### src/design/vabd_pkg.sv
`default_nettype none
package vabd_pkg;

   localparam int TapsLog2 = 3;
   localparam int Taps = 1 << TapsLog2;
   localparam int SampleBits = 10;
   localparam int SumBits = SampleBits + TapsLog2;
   localparam int TenthsBits = 9;
   localparam int ProdBits = 19;
   localparam int PortBits = 8;
   localparam int NumDigits = 3;

   localparam logic [8:0] ScaleTenths = 9'd300;
   localparam logic [9:0] FullScale = 10'd1023;

   localparam logic [PortBits-1:0] SelUnits = 8'hE0;
   localparam logic [PortBits-1:0] SelTens = 8'hD0;
   localparam logic [PortBits-1:0] SelHundreds = 8'hB0;
   localparam logic [PortBits-1:0] DigitReset = 8'h0F;

   localparam logic REQ_SAMPLE = 1'b0;
   localparam logic REQ_TICK = 1'b1;

   typedef struct packed {
      logic req_type;
      logic [SampleBits-1:0] sample;
   } req_payload_type;

   typedef struct packed {
      logic [PortBits-1:0] port_value;
      logic [SampleBits-1:0] average;
      logic [TenthsBits-1:0] tenths;
   } rsp_payload_type;

   // chain control: shift one place, or seed every cell with the sample
   typedef struct packed {
      logic shift;
      logic seed;
   } chain_ctl_type;

endpackage
`default_nettype wire

### src/design/vabd_tap_cell.sv
`default_nettype none
module vabd_tap_cell (
   input wire logic clock,
   input wire vabd_pkg::chain_ctl_type ctl,
   input wire logic [vabd_pkg::SampleBits-1:0] seed_sample,
   input wire logic [vabd_pkg::SampleBits-1:0] prev_sample,
   output logic [vabd_pkg::SampleBits-1:0] tap_sample
);

   logic [vabd_pkg::SampleBits-1:0] tap_ff;
   logic [vabd_pkg::SampleBits-1:0] tap_in;

   always_comb begin
      tap_in = tap_ff;
      if (ctl.seed) begin
         tap_in = seed_sample;
      end else if (ctl.shift) begin
         tap_in = prev_sample;
      end
   end

   always_ff @(posedge clock) begin
      tap_ff <= tap_in;
   end

   assign tap_sample = tap_ff;

endmodule
`default_nettype wire

### src/design/vabd_tap_chain.sv
`default_nettype none
module vabd_tap_chain (
   input wire logic clock,
   input wire logic reset,
   input wire logic sample_take,
   input wire logic [vabd_pkg::SampleBits-1:0] sample,
   output logic [vabd_pkg::SumBits-1:0] sum_next
);

   logic [vabd_pkg::SampleBits-1:0] taps [vabd_pkg::Taps];
   logic [vabd_pkg::SumBits-1:0] sum_ff;
   logic [vabd_pkg::SumBits-1:0] sum_in;
   logic primed_ff;
   logic primed_in;
   vabd_pkg::chain_ctl_type ctl;

   always_comb begin
      ctl.shift = sample_take && primed_ff;
      ctl.seed = sample_take && !primed_ff;
   end

   genvar k;
   generate
      for (k = 0; k < vabd_pkg::Taps; k++) begin : g_cell
         if (k == 0) begin : g_head
            vabd_tap_cell u_cell (
               .clock(clock),
               .ctl(ctl),
               .seed_sample(sample),
               .prev_sample(sample),
               .tap_sample(taps[k])
            );
         end else begin : g_body
            vabd_tap_cell u_cell (
               .clock(clock),
               .ctl(ctl),
               .seed_sample(sample),
               .prev_sample(taps[k-1]),
               .tap_sample(taps[k])
            );
         end
      end
   endgenerate

   // last cell holds the sample that drops out of the window
   always_comb begin
      sum_in = sum_ff;
      primed_in = primed_ff;
      if (ctl.seed) begin
         sum_in = {{vabd_pkg::TapsLog2{1'b0}}, sample} << vabd_pkg::TapsLog2;
         primed_in = 1'b1;
      end else if (ctl.shift) begin
         sum_in = sum_ff - {{vabd_pkg::TapsLog2{1'b0}}, taps[vabd_pkg::Taps-1]}
                  + {{vabd_pkg::TapsLog2{1'b0}}, sample};
      end
   end

   always_ff @(posedge clock) begin
      if (reset) begin
         sum_ff <= '0;
         primed_ff <= 1'b0;
      end else begin
         sum_ff <= sum_in;
         primed_ff <= primed_in;
      end
   end

   assign sum_next = sum_in;

endmodule
`default_nettype wire

### src/design/voltmeter_average_bcd_display.sv
// a result passes the average, product, quotient, digit and response registers in order
// throughput: one transaction per cycle if unstalled, set by the running sum over the tap
// chain and the four-stage scaling pipe (multiply, divide by 1023, digit split, scan)
// a stalled result still lets transactions enter while pipe stages are empty
// reset: synchronous; clears sum, pipe valids, digit codes to 0x0f, scan and driven code
`default_nettype none
module voltmeter_average_bcd_display (
   input wire logic clock,
   input wire logic reset,
   input wire logic req_valid,
   output logic req_ready,
   input wire vabd_pkg::req_payload_type req_payload,
   output logic rsp_valid,
   input wire logic rsp_ready,
   output vabd_pkg::rsp_payload_type rsp_payload
);

   localparam int AvgBits = vabd_pkg::SampleBits;
   localparam int TB = vabd_pkg::TenthsBits;

   logic req_take;
   logic [vabd_pkg::SumBits-1:0] sum_next;

   // stage valids and readiness
   logic v1_ff, v2_ff, v3_ff, v4_ff, out_v_ff;
   logic v1_in, v2_in, v3_in, v4_in, out_v_in;
   logic rdy1, rdy2, rdy3, rdy4, rdy_out;

   // stage payloads
   logic t1_ff, t2_ff, t3_ff, t4_ff;
   logic [AvgBits-1:0] a1_ff, a2_ff, a3_ff, a4_ff;
   logic [vabd_pkg::ProdBits-1:0] p2_ff, p2_in;
   logic [TB-1:0] q3_ff, q3_in, q4_ff;
   logic [3:0] units4_ff, tens4_ff, units4_in, tens4_in;
   logic [1:0] hund4_ff, hund4_in;

   // display state
   logic [vabd_pkg::PortBits-1:0] codes_ff [vabd_pkg::NumDigits];
   logic [vabd_pkg::PortBits-1:0] codes_in [vabd_pkg::NumDigits];
   logic [1:0] scan_ff, scan_in, scan_pick;
   logic [vabd_pkg::PortBits-1:0] driven_ff, driven_in;
   vabd_pkg::rsp_payload_type rsp_ff, rsp_in;

   assign rdy_out = !out_v_ff || rsp_ready;
   assign rdy4 = !v4_ff || rdy_out;
   assign rdy3 = !v3_ff || rdy4;
   assign rdy2 = !v2_ff || rdy3;
   assign rdy1 = !v1_ff || rdy2;
   assign req_ready = rdy1;
   assign req_take = req_valid && rdy1;

   vabd_tap_chain u_chain (
      .clock(clock),
      .reset(reset),
      .sample_take(req_take && (req_payload.req_type == vabd_pkg::REQ_SAMPLE)),
      .sample(req_payload.sample),
      .sum_next(sum_next)
   );

   assign v1_in = rdy1 ? req_take : v1_ff;
   assign v2_in = rdy2 ? v1_ff : v2_ff;
   assign v3_in = rdy3 ? v2_ff : v3_ff;
   assign v4_in = rdy4 ? v3_ff : v4_ff;
   assign out_v_in = rdy_out ? v4_ff : out_v_ff;

   always_ff @(posedge clock) begin
      if (reset) begin
         v1_ff <= 1'b0;
         v2_ff <= 1'b0;
         v3_ff <= 1'b0;
         v4_ff <= 1'b0;
         out_v_ff <= 1'b0;
      end else begin
         v1_ff <= v1_in;
         v2_ff <= v2_in;
         v3_ff <= v3_in;
         v4_ff <= v4_in;
         out_v_ff <= out_v_in;
      end
   end

   // scale: avg * 300
   assign p2_in = vabd_pkg::ProdBits'({9'd0, a1_ff} * {10'd0, vabd_pkg::ScaleTenths});

   // divide by 1023: p = 1024*q0 + b, so p = 1023*q0 + (b + q0) with the rest below 2*1023
   logic [TB-1:0] q0;
   logic [10:0] rest;
   always_comb begin
      q0 = p2_ff[vabd_pkg::ProdBits-1:10];
      rest = {1'b0, p2_ff[9:0]} + {2'b00, q0};
      q3_in = (rest >= {1'b0, vabd_pkg::FullScale}) ? q0 + 1'b1 : q0;
   end

   // decimal split, tens by reciprocal multiply (valid below 1029)
   logic [6:0] below_100;
   logic [14:0] tens_prod;
   always_comb begin
      if (q3_ff >= 9'd300) begin
         hund4_in = 2'd3;
         below_100 = 7'(q3_ff - 9'd300);
      end else if (q3_ff >= 9'd200) begin
         hund4_in = 2'd2;
         below_100 = 7'(q3_ff - 9'd200);
      end else if (q3_ff >= 9'd100) begin
         hund4_in = 2'd1;
         below_100 = 7'(q3_ff - 9'd100);
      end else begin
         hund4_in = 2'd0;
         below_100 = 7'(q3_ff);
      end
      tens_prod = {8'd0, below_100} * 15'd205;
      tens4_in = tens_prod[14:11];
      units4_in = 4'(below_100 - 7'({3'd0, tens4_in} * 7'd10));
   end

   always_ff @(posedge clock) begin
      if (rdy1) begin
         t1_ff <= req_payload.req_type;
         a1_ff <= sum_next[vabd_pkg::SumBits-1:vabd_pkg::TapsLog2];
      end
      if (rdy2) begin
         t2_ff <= t1_ff;
         a2_ff <= a1_ff;
         p2_ff <= p2_in;
      end
      if (rdy3) begin
         t3_ff <= t2_ff;
         a3_ff <= a2_ff;
         q3_ff <= q3_in;
      end
      if (rdy4) begin
         t4_ff <= t3_ff;
         a4_ff <= a3_ff;
         q4_ff <= q3_ff;
         hund4_ff <= hund4_in;
         tens4_ff <= tens4_in;
         units4_ff <= units4_in;
      end
   end

   // display scan: samples refresh the codes, ticks drive the next one
   always_comb begin
      for (int i = 0; i < vabd_pkg::NumDigits; i++) begin
         codes_in[i] = codes_ff[i];
      end
      scan_in = scan_ff;
      driven_in = driven_ff;
      scan_pick = (scan_ff == 2'd3) ? 2'd0 : scan_ff;
      rsp_in = rsp_ff;
      if (v4_ff && rdy_out) begin
         if (t4_ff == vabd_pkg::REQ_TICK) begin
            driven_in = codes_ff[scan_pick];
            scan_in = scan_pick + 2'd1;
         end else begin
            codes_in[0] = vabd_pkg::SelUnits | {4'd0, units4_ff};
            codes_in[1] = vabd_pkg::SelTens | {4'd0, tens4_ff};
            codes_in[2] = vabd_pkg::SelHundreds | {6'd0, hund4_ff};
         end
         rsp_in.port_value = driven_in;
         rsp_in.average = a4_ff;
         rsp_in.tenths = q4_ff;
      end
   end

   always_ff @(posedge clock) begin
      if (reset) begin
         for (int i = 0; i < vabd_pkg::NumDigits; i++) begin
            codes_ff[i] <= vabd_pkg::DigitReset;
         end
         scan_ff <= 2'd0;
         driven_ff <= '0;
      end else begin
         for (int i = 0; i < vabd_pkg::NumDigits; i++) begin
            codes_ff[i] <= codes_in[i];
         end
         scan_ff <= scan_in;
         driven_ff <= driven_in;
      end
   end

   always_ff @(posedge clock) begin
      rsp_ff <= rsp_in;
   end

   assign rsp_valid = out_v_ff;
   assign rsp_payload = rsp_ff;

endmodule
`default_nettype wire
### config.mk
export PLATFORM = sky130hd
export DESIGN_NAME = voltmeter_average_bcd_display
export DESIGN_NICKNAME = d
export VERILOG_FILES = /design/src/design/vabd_pkg.sv /design/src/design/vabd_tap_cell.sv /design/src/design/vabd_tap_chain.sv /design/src/design/voltmeter_average_bcd_display.sv
export SDC_FILE = /design/constraint.sdc
export NUM_CORES = 1
export LEC_CHECK = 0
export BUFFER_PORTS_ARGS = -buffer_cell sky130_fd_sc_hd__buf_2
export CAP_MARGIN = 20
export CORE_MARGIN = 5
export CORE_UTILIZATION = 33
export CTS_CLUSTER_SIZE = 30
export DETAILED_ROUTE_END_ITERATION = 10
export PLACE_DENSITY = 0.51
export SLEW_MARGIN = 0
export SYNTH_ARGS = -nofsm -noshare
export SYNTH_HDL_FRONTEND = slang
export SYNTH_SLANG_ARGS = --single-unit
### constraint.sdc
create_clock -name clock -period 7.6 [get_ports clock]
set_input_delay 0.38 -clock clock [delete_from_list [all_inputs] [get_ports clock]]
set_output_delay 0.38 -clock clock [all_outputs]
set_load 0.05 [all_outputs]
; ---- Word level (Yosys, flattened, before mapping)
; Memories as Yosys holds them, arrays and structs flattened.
; Cells that the tools add are included.
[totals]
mem_bits_rw = 24
mem_count = 1
reg_bits = 225
latch_bits = 0
output_inout_bits = 29
input_bits = 15
romBits = 0
wordCells = 115
[memory_table]
columns = name, depth, word_bits, rd, rd_ports_with_merged_regs, wr, line_no
row1 = codes_ff, 3, 8, 1, 0, 3, voltmeter_average_bcd_display.sv:38  ; logic [vabd_pkg::PortBits-1:0] codes_ff [vabd_pkg::NumDigits];
[op_classes]
n_lt_le_gt_ge = 4
eq_ne = 3
n_bitwise = 4
addsub = 9
muxes = 34
reduce_logical = 21
n_mul = 3
n_shift = 0
div_mod_pow = 0
[ops]
columns = operator, n
row1 = $mux W10, 16
row2 = $mux W24, 2
row3 = $mux W8, 4
row4 = $mux W13, 2
row5 = $mux W7, 3
row6 = $mul A10 B7 Y17 const B, 1
row7 = $mul A7 B8 Y15 const B, 1
row8 = $sub A7 B7 Y7 const B, 2
row9 = $add A13 B10 Y13, 1
row10 = $sub A13 B10 Y13, 1
row11 = $add A10 B9 Y11, 1
row12 = $ge A11 B10 Y1 const B, 1
row13 = $add A9 B1 Y9 const B, 1
row14 = $ge A9 B7 Y1 const B, 1
row15 = $ge A9 B8 Y1 const B, 1
row16 = $ge A9 B9 Y1 const B, 1
row17 = $mux W9, 1
row18 = $sub A7 B6 Y7 const B, 1
row19 = $logic_not A1 Y1, 6
row20 = $logic_and A1 B1 Y1, 5
row21 = $logic_or A1 B1 Y1, 5
row22 = $mux W1, 5
row23 = $mul A4 B3 Y3 const B, 1
row24 = $reduce_or A2 Y1, 2
row25 = 11 further kinds, 13

; ---- Logic depth before layout (Yosys ltp)
; Gate-level depths: netlist of run 1.
[logic_depth]
depth_word = 11
mapped_depth = 27
ltp_nobuf = 26

; ---- By module
; Synthesis of run 1 repeated with hierarchy kept, for this count alone.
[hier_totals]
hier_cells = 977
area_unflattened_um2 = 12947.4
[by_module_without_submodules]
columns = mod, cells_per_inst, area_per_inst_um2, seq_area_each_um2, instances
row1 = voltmeter_average_bcd_display, 607, 7693.6, 4083.9, 1
row2 = vabd_tap_cell, 22, 464.2, 300.3, 8
row3 = vabd_tap_chain, 194, 1540.2, 280.3, 1

; ---- Least setup slack after synthesis of run 1
; No wires, ideal clock.
[synth_timing]
path_type = register -> register
start = register q3_ff[1]
end = register units4_ff[3], data pin
path_buffers = 1
synth_period_minus_slack_ns = 6.025
setup_time_ns = 0.268
t_arrival_ns = 5.757
required_ns = 7.332
path_slack_ns = 1.575
path_stages_with_launch = 24
cell_sequence = edfxtp_1 or4_4 o221a_1 buf_6 a22oi_1 nor2_1 o31ai_1 xor2_1 ha_1 ha_1 fa_1 inv_1 fa_1 inv_1 ha_1 a21o_1 a21oi_1 o21ai_0 or2_4 a21oi_1 xor2_1 fa_1 xor2_1 xnor3_1
[synth_via]
elab_chain_cells = 7
elab_cells_between_ends = 12
classes_between = 4 x add/sub / 2 x mul / 3 x order compare / 3 x mux
[synth_lines]
columns = element, line_no
row1 = "start, declared", voltmeter_average_bcd_display.sv:33  ; logic [TB-1:0] q3_ff, q3_in, q4_ff;
row2 = "start signal, assigned", voltmeter_average_bcd_display.sv:129  ; q3_ff <= q3_in;
row3 = $ge A9 B7 Y1 / $sub A7 B7 Y7 (equally long branches), "voltmeter_average_bcd_display.sv:104, voltmeter_average_bcd_display.sv:106"
row4 = $mux W7, voltmeter_average_bcd_display.sv:104  ; end else if (q3_ff >= 9'd100) begin
row5 = $mux W7, voltmeter_average_bcd_display.sv:101  ; end else if (q3_ff >= 9'd200) begin
row6 = $mux W7 (*), voltmeter_average_bcd_display.sv:98  ; if (q3_ff >= 9'd300) begin
row7 = $mul A7 B8 Y15, voltmeter_average_bcd_display.sv:111  ; tens_prod = {8'd0, below_100} * 15'd205;
row8 = $mul A4 B3 Y3, voltmeter_average_bcd_display.sv:113  ; units4_in = 4'(below_100 - 7'({3'd0, tens4_in} * 7'd10));
row9 = $sub A4 B4 Y4 (*), voltmeter_average_bcd_display.sv:113
row10 = net units4_in[3], voltmeter_average_bcd_display.sv:34  ; logic [3:0] units4_ff, tens4_ff, units4_in, tens4_in;
row11 = "end signal, assigned", voltmeter_average_bcd_display.sv:137  ; units4_ff <= units4_in;
row12 = "end, declared", voltmeter_average_bcd_display.sv:34
; The timed path passes the listed nets; every way through them passes the cells marked *.
; A chain may end at the register's enable or synchronous reset.

; ---- Worst setup path after layout of run 1
; Ends and elaborated chain as after synthesis.

==> results of run 1 <==
## layer usage
layer | GRT usage | wire [µm]
met5 | 0 | 0
met4 | 0.03198 | 425
met3 | 0.02224 | 817
met2 | 0.1746 | 10060
met1 | 0.1496 | 10700
## final timing paths
check	cells past startpoint	end	startpoint	slack [ps]
worst max-delay path	21	units4_ff[3]$_DFFE_PP_	q3_ff[1]$_DFFE_PP_	1040
worst min-delay path	1	u_chain.g_cell[0].g_head.u_cell.tap_sample[4]$_DFFE_PP_	req_payload[4]	70
worst max register to register	21	units4_ff[3]$_DFFE_PP_	q3_ff[1]$_DFFE_PP_	1040
worst min register to register	0	a3_ff[8]$_DFFE_PP_	a2_ff[8]$_DFFE_PP_	410
## power breakdown
group	internal, mW	switching (mW)
sequential	1.80	0.146
combinational	1.70	1.82
clock	0.837	0.495
total	4.34	2.46
## metrics by stage
step | util | instances
finish | 0.3794 | 1548
CTS | 0.3786 | 1547
global route | 0.3794 | 1548
detailed placement | 0.3533 | 1495
global placement | 0.3533 | 1495
floorplan | - | 1004
## cells in the final DEF, fill, tap and decap left out, drive strengths merged, types with 16 or more instances in the layout
master / netlist / final
edfxtp: 206 / 206
clkbuf: 22 / 44
a21o: 28 / 28
xor2: 23 / 23
o21ai: 19 / 19
mux2i: 16 / 16
ha: 107 / 107
nand2: 152 / 152
nand3: 16 / 16
buf: 2 / 48
nor2: 45 / 45
a21oi: 42 / 42
fa: 31 / 31
dfxtp: 29 / 29
xnor2: 21 / 21
inv: 124 / 124
## logic make-up (layout without fill, tap and decap cells)
| logic type | Yosys count | count (layout) | synth area share |
|---|---|---|---|
| DFF | 235 | 235 | 0.5580 |
| buffers and inverters | 149 | 225 | 0.04674 |
| AOI/OAI and AO/OA | 134 | 134 | 0.07532 |
| adders and majority gates | 138 | 138 | 0.1616 |
| and+or+nand+nor | 279 | 279 | 0.1029 |
| muxes | 24 | 24 | 0.02064 |
| xor gates and xnor gates | 45 | 45 | 0.03487 |
## flip-flops by register name, summed over array words and instances (netlist names), 12 cells and up
| signal | cells |
|---|---|
| p2_ff | 16 |
| u_chain.sum_ff | 13 |
| rsp_payload | 27 |
| u_chain.g_cell.g_body.u_cell.tap_sample | 70 |
| codes_ff | 12 |
## cell type report
cell class,count,area (µm²),share of cell area
Multi-Input combinational cell,620,4803,0.3475
Clock buffer,44,782.0,0.05658
Inverter,125,470.5,0.03404
Timing Repair Buffer,48,272.8,0.01973
Sequential cell,235,6766,0.4895
Clock inverter,8,141.4,0.01023
Tap cell,468,585.6,0.04236
==> impl_metrics.py, run 1 <==
metrics = {
    "cts": {
        "worstSkewPairLatency_ps": 540,
        "clockBufferDepth": 3,
        "cts_num_sinks": 235,
        "clk_pin_slew_ps": 60,
        "cts_hold_buffers": 0,
        "clock-root-buffer": "clkbuf_16",
        "ctsResizeCount": 0,
        "tritoncts.num_buffers": 28,
        "cts_tree": "yes",
        "post_cts_buffers": 0,
        "cts.htree.levels": 1,
    },
    "logic_synthesis": {
        "syn_area_per_cell_um2": 12.08,
        "yosys_warnings": 0,
        "synth_top_area_cell": "edfxtp_1",
        "ys.flop_type": "edfxtp_1",
        "synth.cell_area_um2": 12130,
        "synth_edf_count": 206,
        "yosysMostFrequentCell": "edfxtp_1",
        "syn-instance-count": 1004,
        "synth_top_cell_area_share": 0.5101,
        "ys_seq_area_frac": 0.5580,
        "synth_area_leaders": "edfxtp_1, ha_1, fa_1",
        "synth_common_cells": "edfxtp_1, nand2_1, inv_1, ha_1, nor2_1",
        "ys_ff_latch": 235,
        "syn_nets": 1157,
        "synthArstFlopShare": 0,
        "synth_cell_types": 60,
    },
    "finish": {
        "drive_gt1_frac": 0.1102,
        "n_fill_cell": 3512,
        "design_area_um2": 13820,
        "num-nets-final": 1211,
        "syn2layout_area_growth_pct": 13.98,
        "antenna_cells": 0,
    },
    "route": {
        "routedWlPerCell_um": 14.22,
        "dr_total_vias": 7166,
        "drc_errors": 0,
        "antenna_left": 0,
        "vias_per_cell": 4.629,
        "dr.pass1.iters": 4,
        "drtIter0Drc": 315,
        "finalWirelength_mm": 22.01,
    },
    "floorplan": {
        "num_rows": 70,
        "fp.coreArea_um2": 36430,
        "ios": 44,
        "die_h_um": 201.7,
        "die_w_um": 201.7,
        "dieArea_um2": 40680,
        "initial_core_util": 0.3328,
    },
    "timing": {
        "worst_pin_slew_ps": 989.7,
        "skew_ps": 12.39,
        "hold_viol_final": 0,
        "relSlewSlack": 0.3388,
        "period_share": 0.8625,
        "setup_ws_ps": 1045,
        "tns_ps": 0,
        "final_max_slew_viol_count": 0,
        "setup_viol": 0,
        "rsz0062_at_grt": "false",
        "period_needed_ps": 6555,
        "worst_hold_slack_ps": 67.52,
        "max_freq_mhz": 152.5,
    },
    "setup_path": {
        "cp_data_arrival_time_ps": 6840,
        "end_kind": "flip-flop",
        "crit_slowest_cell": "or4_4",
        "required_ps": 7880,
        "path_max_fanout": 9,
        "crit_chain": "or4_4, o221a_1, nor2_1, inv_1, o221ai_1, ha_1, fa_1, ha_1, inv_1, fa_1, inv_1, ha_1, a21o_1, a21oi_1, o21ai_0, or2_4, a21oi_1, xor2_1, fa_1, xor2_1, xnor3_1",
        "cp_top_family": "adder cells",
        "critPathLaunchType": "flip-flop",
        "critical_path.max_stage_delay_ps": 580,
        "critPathKind": "reg2reg",
        "path_buf_inv": 3,
    },
    "power_and_ir_drop": {
        "p_leak_nw": 6.043,
        "power.density_nw_per_um2": 491.7,
        "finalPower_mw": 6.797,
        "peakVddDrop_mv": 0.5757,
    },
    "place": {
        "pre_cts_ws_ps": 1073,
        "placed_area_um2": 12870,
        "io_buffers": 43,
        "gp_congestion": 0.8200,
        "dpl.hpwl_mm": 15.37,
    },
    "global_route": {
        "grt_pass1_vias": 7193,
        "grt.overflow.total": 0,
        "track_usage": 0.1087,
        "grt_antenna_before_repair": 0,
        "grt_max_degree": 73,
        "grt_pass1_wl_mm": 36.78,
    },
    "worst_hold_path": {
        "hold_class": "in2reg",
    },
    "flow_run": {
        "cap_violations": 0,
    },
    "outcome": {
        "status": "finished, final reports clean",
    },
}
Power figures use the tool's default switching activity.
==> run 2: changes to the inputs <==
- PLACE_DENSITY: 0.51 -> unset
- PLACE_DENSITY_LB_ADDON: unset -> 0.25
==> impl_metrics.py, run 2 (synthesized netlist as in run 1, its figures left out) <==
metrics = {
    "finish": {
        "num-nets-final": 1211,
        "ff_latch_area_um2": 6766,
        "syn2layout_area_growth_pct": 13.52,
        "n_fill_cell": 3514,
        "drive_gt1_frac": 0.1132,
        "multiInputGateArea_um2": 4803,
        "final_cell_mix": "edfxtp_1, nand2_1, inv_1, ha_1, nor2_1",
        "largest_register_ffs": 70,
        "final_common_cell": "edfxtp_1",
        "antenna_cells": 0,
    },
    "timing": {
        "rsz0062_at_grt": "false",
        "hold_viol_final": 0,
        "setup_viol": 0,
        "period_needed_ps": 6557,
        "worst_pin_slew_ps": 1021,
        "skew_ps": 8.134,
        "final_max_slew_viol_count": 0,
        "period_share": 0.8628,
        "relSlewSlack": 0.3194,
        "tns_ps": 0,
        "max_freq_mhz": 152.5,
    },
    "power_and_ir_drop": {
        "p_leak_nw": 6.019,
        "finalPower_mw": 6.704,
        "peakVddDrop_mv": 0.6077,
        "power.density_nw_per_um2": 487.0,
    },
    "floorplan": {
        "die_h_um": 201.7,
        "fp.coreArea_um2": 36430,
        "ios": 44,
        "dieArea_um2": 40680,
        "initial_core_util": 0.3328,
        "die_w_um": 201.7,
        "num_rows": 70,
    },
    "cts": {
        "cts_num_sinks": 235,
        "cts.htree.levels": 1,
        "ctsResizeCount": 0,
        "tritoncts.num_buffers": 27,
        "clockBufferDepth": 3,
        "clk_pin_slew_ps": 60,
        "worstSkewPairLatency_ps": 530,
        "cts_tree": "yes",
        "post_cts_buffers": 0,
        "cts_hold_buffers": 0,
        "clock-root-buffer": "clkbuf_16",
    },
    "setup_path": {
        "path_max_fanout": 6,
        "r2r-end": "units4_ff[3]$_DFFE_PP_",
        "critical_path.max_stage_delay_ps": 490,
        "r2r-start": "q3_ff[4]$_DFFE_PP_",
        "reg2regPathDepth": 25,
        "crit_start": "q3_ff[4]$_DFFE_PP_",
        "path_buf_inv": 3,
        "cp_data_arrival_time_ps": 6830,
        "end_kind": "flip-flop",
        "regToRegSetupSlack_ps": 1040,
        "critPathKind": "reg2reg",
        "critPathLaunchType": "flip-flop",
        "cp_top_family": "adder cells",
        "crit_slowest_cell": "fa_1",
        "cp_common_cell": "ha_1",
        "required_ps": 7870,
    },
    "route": {
        "antenna_left": 0,
        "routedWlPerCell_um": 13.91,
        "finalWirelength_mm": 21.51,
        "drtIter0Drc": 379,
        "dr.pass1.iters": 4,
        "vias_per_cell": 4.657,
        "dr_total_vias": 7199,
        "drc_errors": 0,
    },
    "global_route": {
        "grt.overflow.total": 0,
        "grt_antenna_before_repair": 0,
        "grt_pass1_vias": 7184,
        "track_usage": 0.1067,
        "grt_max_degree": 82,
        "grt_pass1_wl_mm": 36.48,
    },
    "worst_hold_path": {
        "holdPathStages": 1,
        "hold_class": "in2reg",
        "hold_end": "u_chain.g_cell[0].g_head.u_cell.tap_sample[8]$_DFFE_PP_",
        "hp-start": "req_payload[8]",
    },
    "outcome": {
        "status": "finished, final reports clean",
    },
    "place": {
        "dpl.hpwl_mm": 15.06,
        "gp_congestion": 0.8040,
        "io_buffers": 43,
    },
    "flow_run": {
        "cap_violations": 0,
    },
}
run 2: cell type report:
class,count,area share
Clock buffer,36,0.05299
Clock inverter,13,0.009453
Inverter,125,0.03418
Multi-Input combinational cell,620,0.3489
Sequential cell,235,0.4915
Tap cell,468,0.04254
Timing Repair Buffer,49,0.02036
run 2: how the worst max path moves through the flow:
stage / depth (start not counted) / end
floorplan: 23 / units4_ff[3]$_DFFE_PP_
global placement: 21 / units4_ff[3]$_DFFE_PP_
detailed placement: 25 / units4_ff[3]$_DFFE_PP_
CTS: 21 / units4_ff[3]$_DFFE_PP_
global route: 25 / units4_ff[3]$_DFFE_PP_
finish: 25 / units4_ff[3]$_DFFE_PP_
run 2: layer usage:
layer  vias to the layer above  track usage  share of wire
li1                       3603            -              -
met1                      3471       0.1454           0.48
met2                        91       0.1745           0.46
met3                        34      0.02127          0.038
met4                         0      0.02930          0.024
met5                         -            0              0
run 2: stage by stage:
| step | hold WS [ps] | std cells | setup WS [ps] | util | instance area [µm²] |
|---|---|---|---|---|---|
| 2_1_floorplan | 400.3 | 1004 | 1575 | - | 12130 |
| 3_3_place_gp | 400.8 | 1496 | 1219 | 0.3535 | 12880 |
| 3_5_place_dp | 404.5 | 1496 | 1099 | 0.3535 | 12880 |
| 4_1_cts | 40.23 | 1545 | 1080 | 0.3771 | 13740 |
| 5_1_grt | 50.19 | 1546 | 536.9 | 0.3778 | 13770 |
| 6_report | 70.72 | 1546 | 1043 | 0.3778 | 13770 |
run 2: report_power, final:
group          total (mW)  internal [mW]  switching (mW)
clock                1.25          0.743           0.506
sequential           1.94           1.80           0.145
combinational        3.51           1.70            1.81
total                6.70           4.24            2.46
==> run 3: changes to the inputs <==
- CTS_BUF_LIST: unset -> sky130_fd_sc_hd__clkbuf_8
==> impl_metrics.py, run 3 (synthesized netlist as in run 1, its figures left out) <==
metrics = {
    "setup_path": {
        "cp_top_family": "adder cells",
        "critical_path.max_stage_delay_ps": 490,
        "end_kind": "flip-flop",
        "required_ps": 7890,
        "critPathLaunchType": "flip-flop",
        "path_max_fanout": 6,
        "crit_slowest_cell": "fa_1",
        "path_buf_inv": 3,
        "critPathKind": "reg2reg",
        "cp_common_cell": "ha_1",
        "cp_data_arrival_time_ps": 6860,
    },
    "route": {
        "vias_per_cell": 4.620,
        "drtIter0Drc": 378,
        "routedWlPerCell_um": 13.79,
        "dr.pass1.iters": 4,
        "antenna_left": 0,
        "drc_errors": 0,
        "finalWirelength_mm": 21.68,
        "dr_total_vias": 7262,
    },
    "timing": {
        "skew_ps": 16.42,
        "final_max_slew_viol_count": 0,
        "setup_viol": 0,
        "period_needed_ps": 6570,
        "max_freq_mhz": 152.2,
        "tns_ps": 0,
        "worst_pin_slew_ps": 1001,
        "hold_viol_final": 0,
        "relSlewSlack": 0.3327,
        "rsz0062_at_grt": "false",
        "period_share": 0.8645,
    },
    "place": {
        "dpl.hpwl_mm": 15.06,
        "dp_cells": 1496,
        "io_buffers": 43,
        "gp_congestion": 0.8040,
    },
    "global_route": {
        "track_usage": 0.1093,
        "grt_max_degree": 82,
        "grt_antenna_before_repair": 0,
        "grt_pass1_wl_mm": 36.89,
        "grt.overflow.total": 0,
        "grt_pass1_vias": 7370,
    },
    "finish": {
        "largest_register_ffs": 70,
        "syn2layout_area_growth_pct": 13.17,
        "final_common_cell": "edfxtp_1",
        "n_fill_cell": 3520,
        "drive_gt1_frac": 0.1259,
        "num-nets-final": 1226,
        "instances_no_fill": 1572,
        "post-route-util": 0.3766,
        "antenna_cells": 0,
        "final_cell_mix": "edfxtp_1, nand2_1, inv_1, ha_1, clkbuf_8",
    },
    "power_and_ir_drop": {
        "clockPowerShare": 0.173,
        "internal_power_mw": 4.132,
        "p_seq_frac": 0.295,
        "finalPower_mw": 6.584,
        "sw_frac_of_total": 0.3725,
        "power.density_nw_per_um2": 479.8,
        "p_switching_mw": 2.453,
        "p_comb_frac": 0.532,
        "peakVddDrop_mv": 0.6276,
        "p_leak_nw": 6.081,
    },
    "cts": {
        "ctsResizeCount": 0,
        "clk_pin_slew_ps": 70,
        "cts.htree.levels": 2,
        "cts_num_sinks": 235,
        "cts_hold_buffers": 0,
        "tritoncts.num_buffers": 42,
        "post_cts_buffers": 0,
        "cts_tree": "yes",
        "clock-root-buffer": "clkbuf_8",
        "worstSkewPairLatency_ps": 560,
        "clockBufferDepth": 3,
    },
    "floorplan": {
        "num_rows": 70,
        "initial_core_util": 0.3328,
        "die_w_um": 201.7,
        "die_h_um": 201.7,
        "fp.coreArea_um2": 36430,
        "ios": 44,
        "dieArea_um2": 40680,
    },
    "flow_run": {
        "cap_violations": 0,
    },
    "outcome": {
        "status": "finished, final reports clean",
    },
    "worst_hold_path": {
        "hold_class": "in2reg",
    },
}
==> run 3: worst paths after layout <==
| kind | depth (start not counted) | slack, ps | to | startpoint |
|---|---|---|---|---|
| max | 25 | 1030 | units4_ff[3]$_DFFE_PP_ | q3_ff[4]$_DFFE_PP_ |
| min | 1 | 50 | u_chain.g_cell[0].g_head.u_cell.tap_sample[4]$_DFFE_PP_ | req_payload[4] |
| max reg2reg | 25 | 1030 | units4_ff[3]$_DFFE_PP_ | q3_ff[4]$_DFFE_PP_ |
| min reg2reg | 0 | 410 | a3_ff[4]$_DFFE_PP_ | a2_ff[4]$_DFFE_PP_ |
==> run 3: power groups by stage <==
stage	logic, mW	registers, mW	clock network (mW)
2_1_floorplan	2.83	1.92	0
3_3_place_gp	3.51	1.97	0
3_5_place_dp	3.54	1.97	0
4_1_cts	3.58	1.95	1.19
5_1_grt	4.07	1.97	1.25
6_report	3.50	1.94	1.14
==> run 3: final cells by class <==
type / instances / area, µm² / area share
Clock buffer: 47 / 646.9 / 0.04714
Sequential cell: 235 / 6766 / 0.4931
Multi-Input combinational cell: 620 / 4803 / 0.3500
Inverter: 125 / 470.5 / 0.03428
Tap cell: 468 / 585.6 / 0.04267
Clock inverter: 28 / 170.2 / 0.01240
Timing Repair Buffer: 49 / 280.3 / 0.02042
==> run 3: through the flow <==
stage / setup WS [ps] / hold slack (ps) / instance area (µm²)
floorplan: 1575 / 400.3 / 12130
global placement: 1219 / 400.8 / 12880
detailed placement: 1099 / 404.5 / 12880
CTS: 1056 / 5.616 / 13700
global route: 512.5 / 7.336 / 13720
finish: 1030 / 48.54 / 13720
==> run 3: layer usage <==
metal	GRT usage	up-vias	part of all wire
li1	-	3633	-
met2	0.1767	101	0.46
met4	0.03442	0	0.020
met5	0	-	0
met1	0.1433	3497	0.48
met3	0.03030	31	0.043
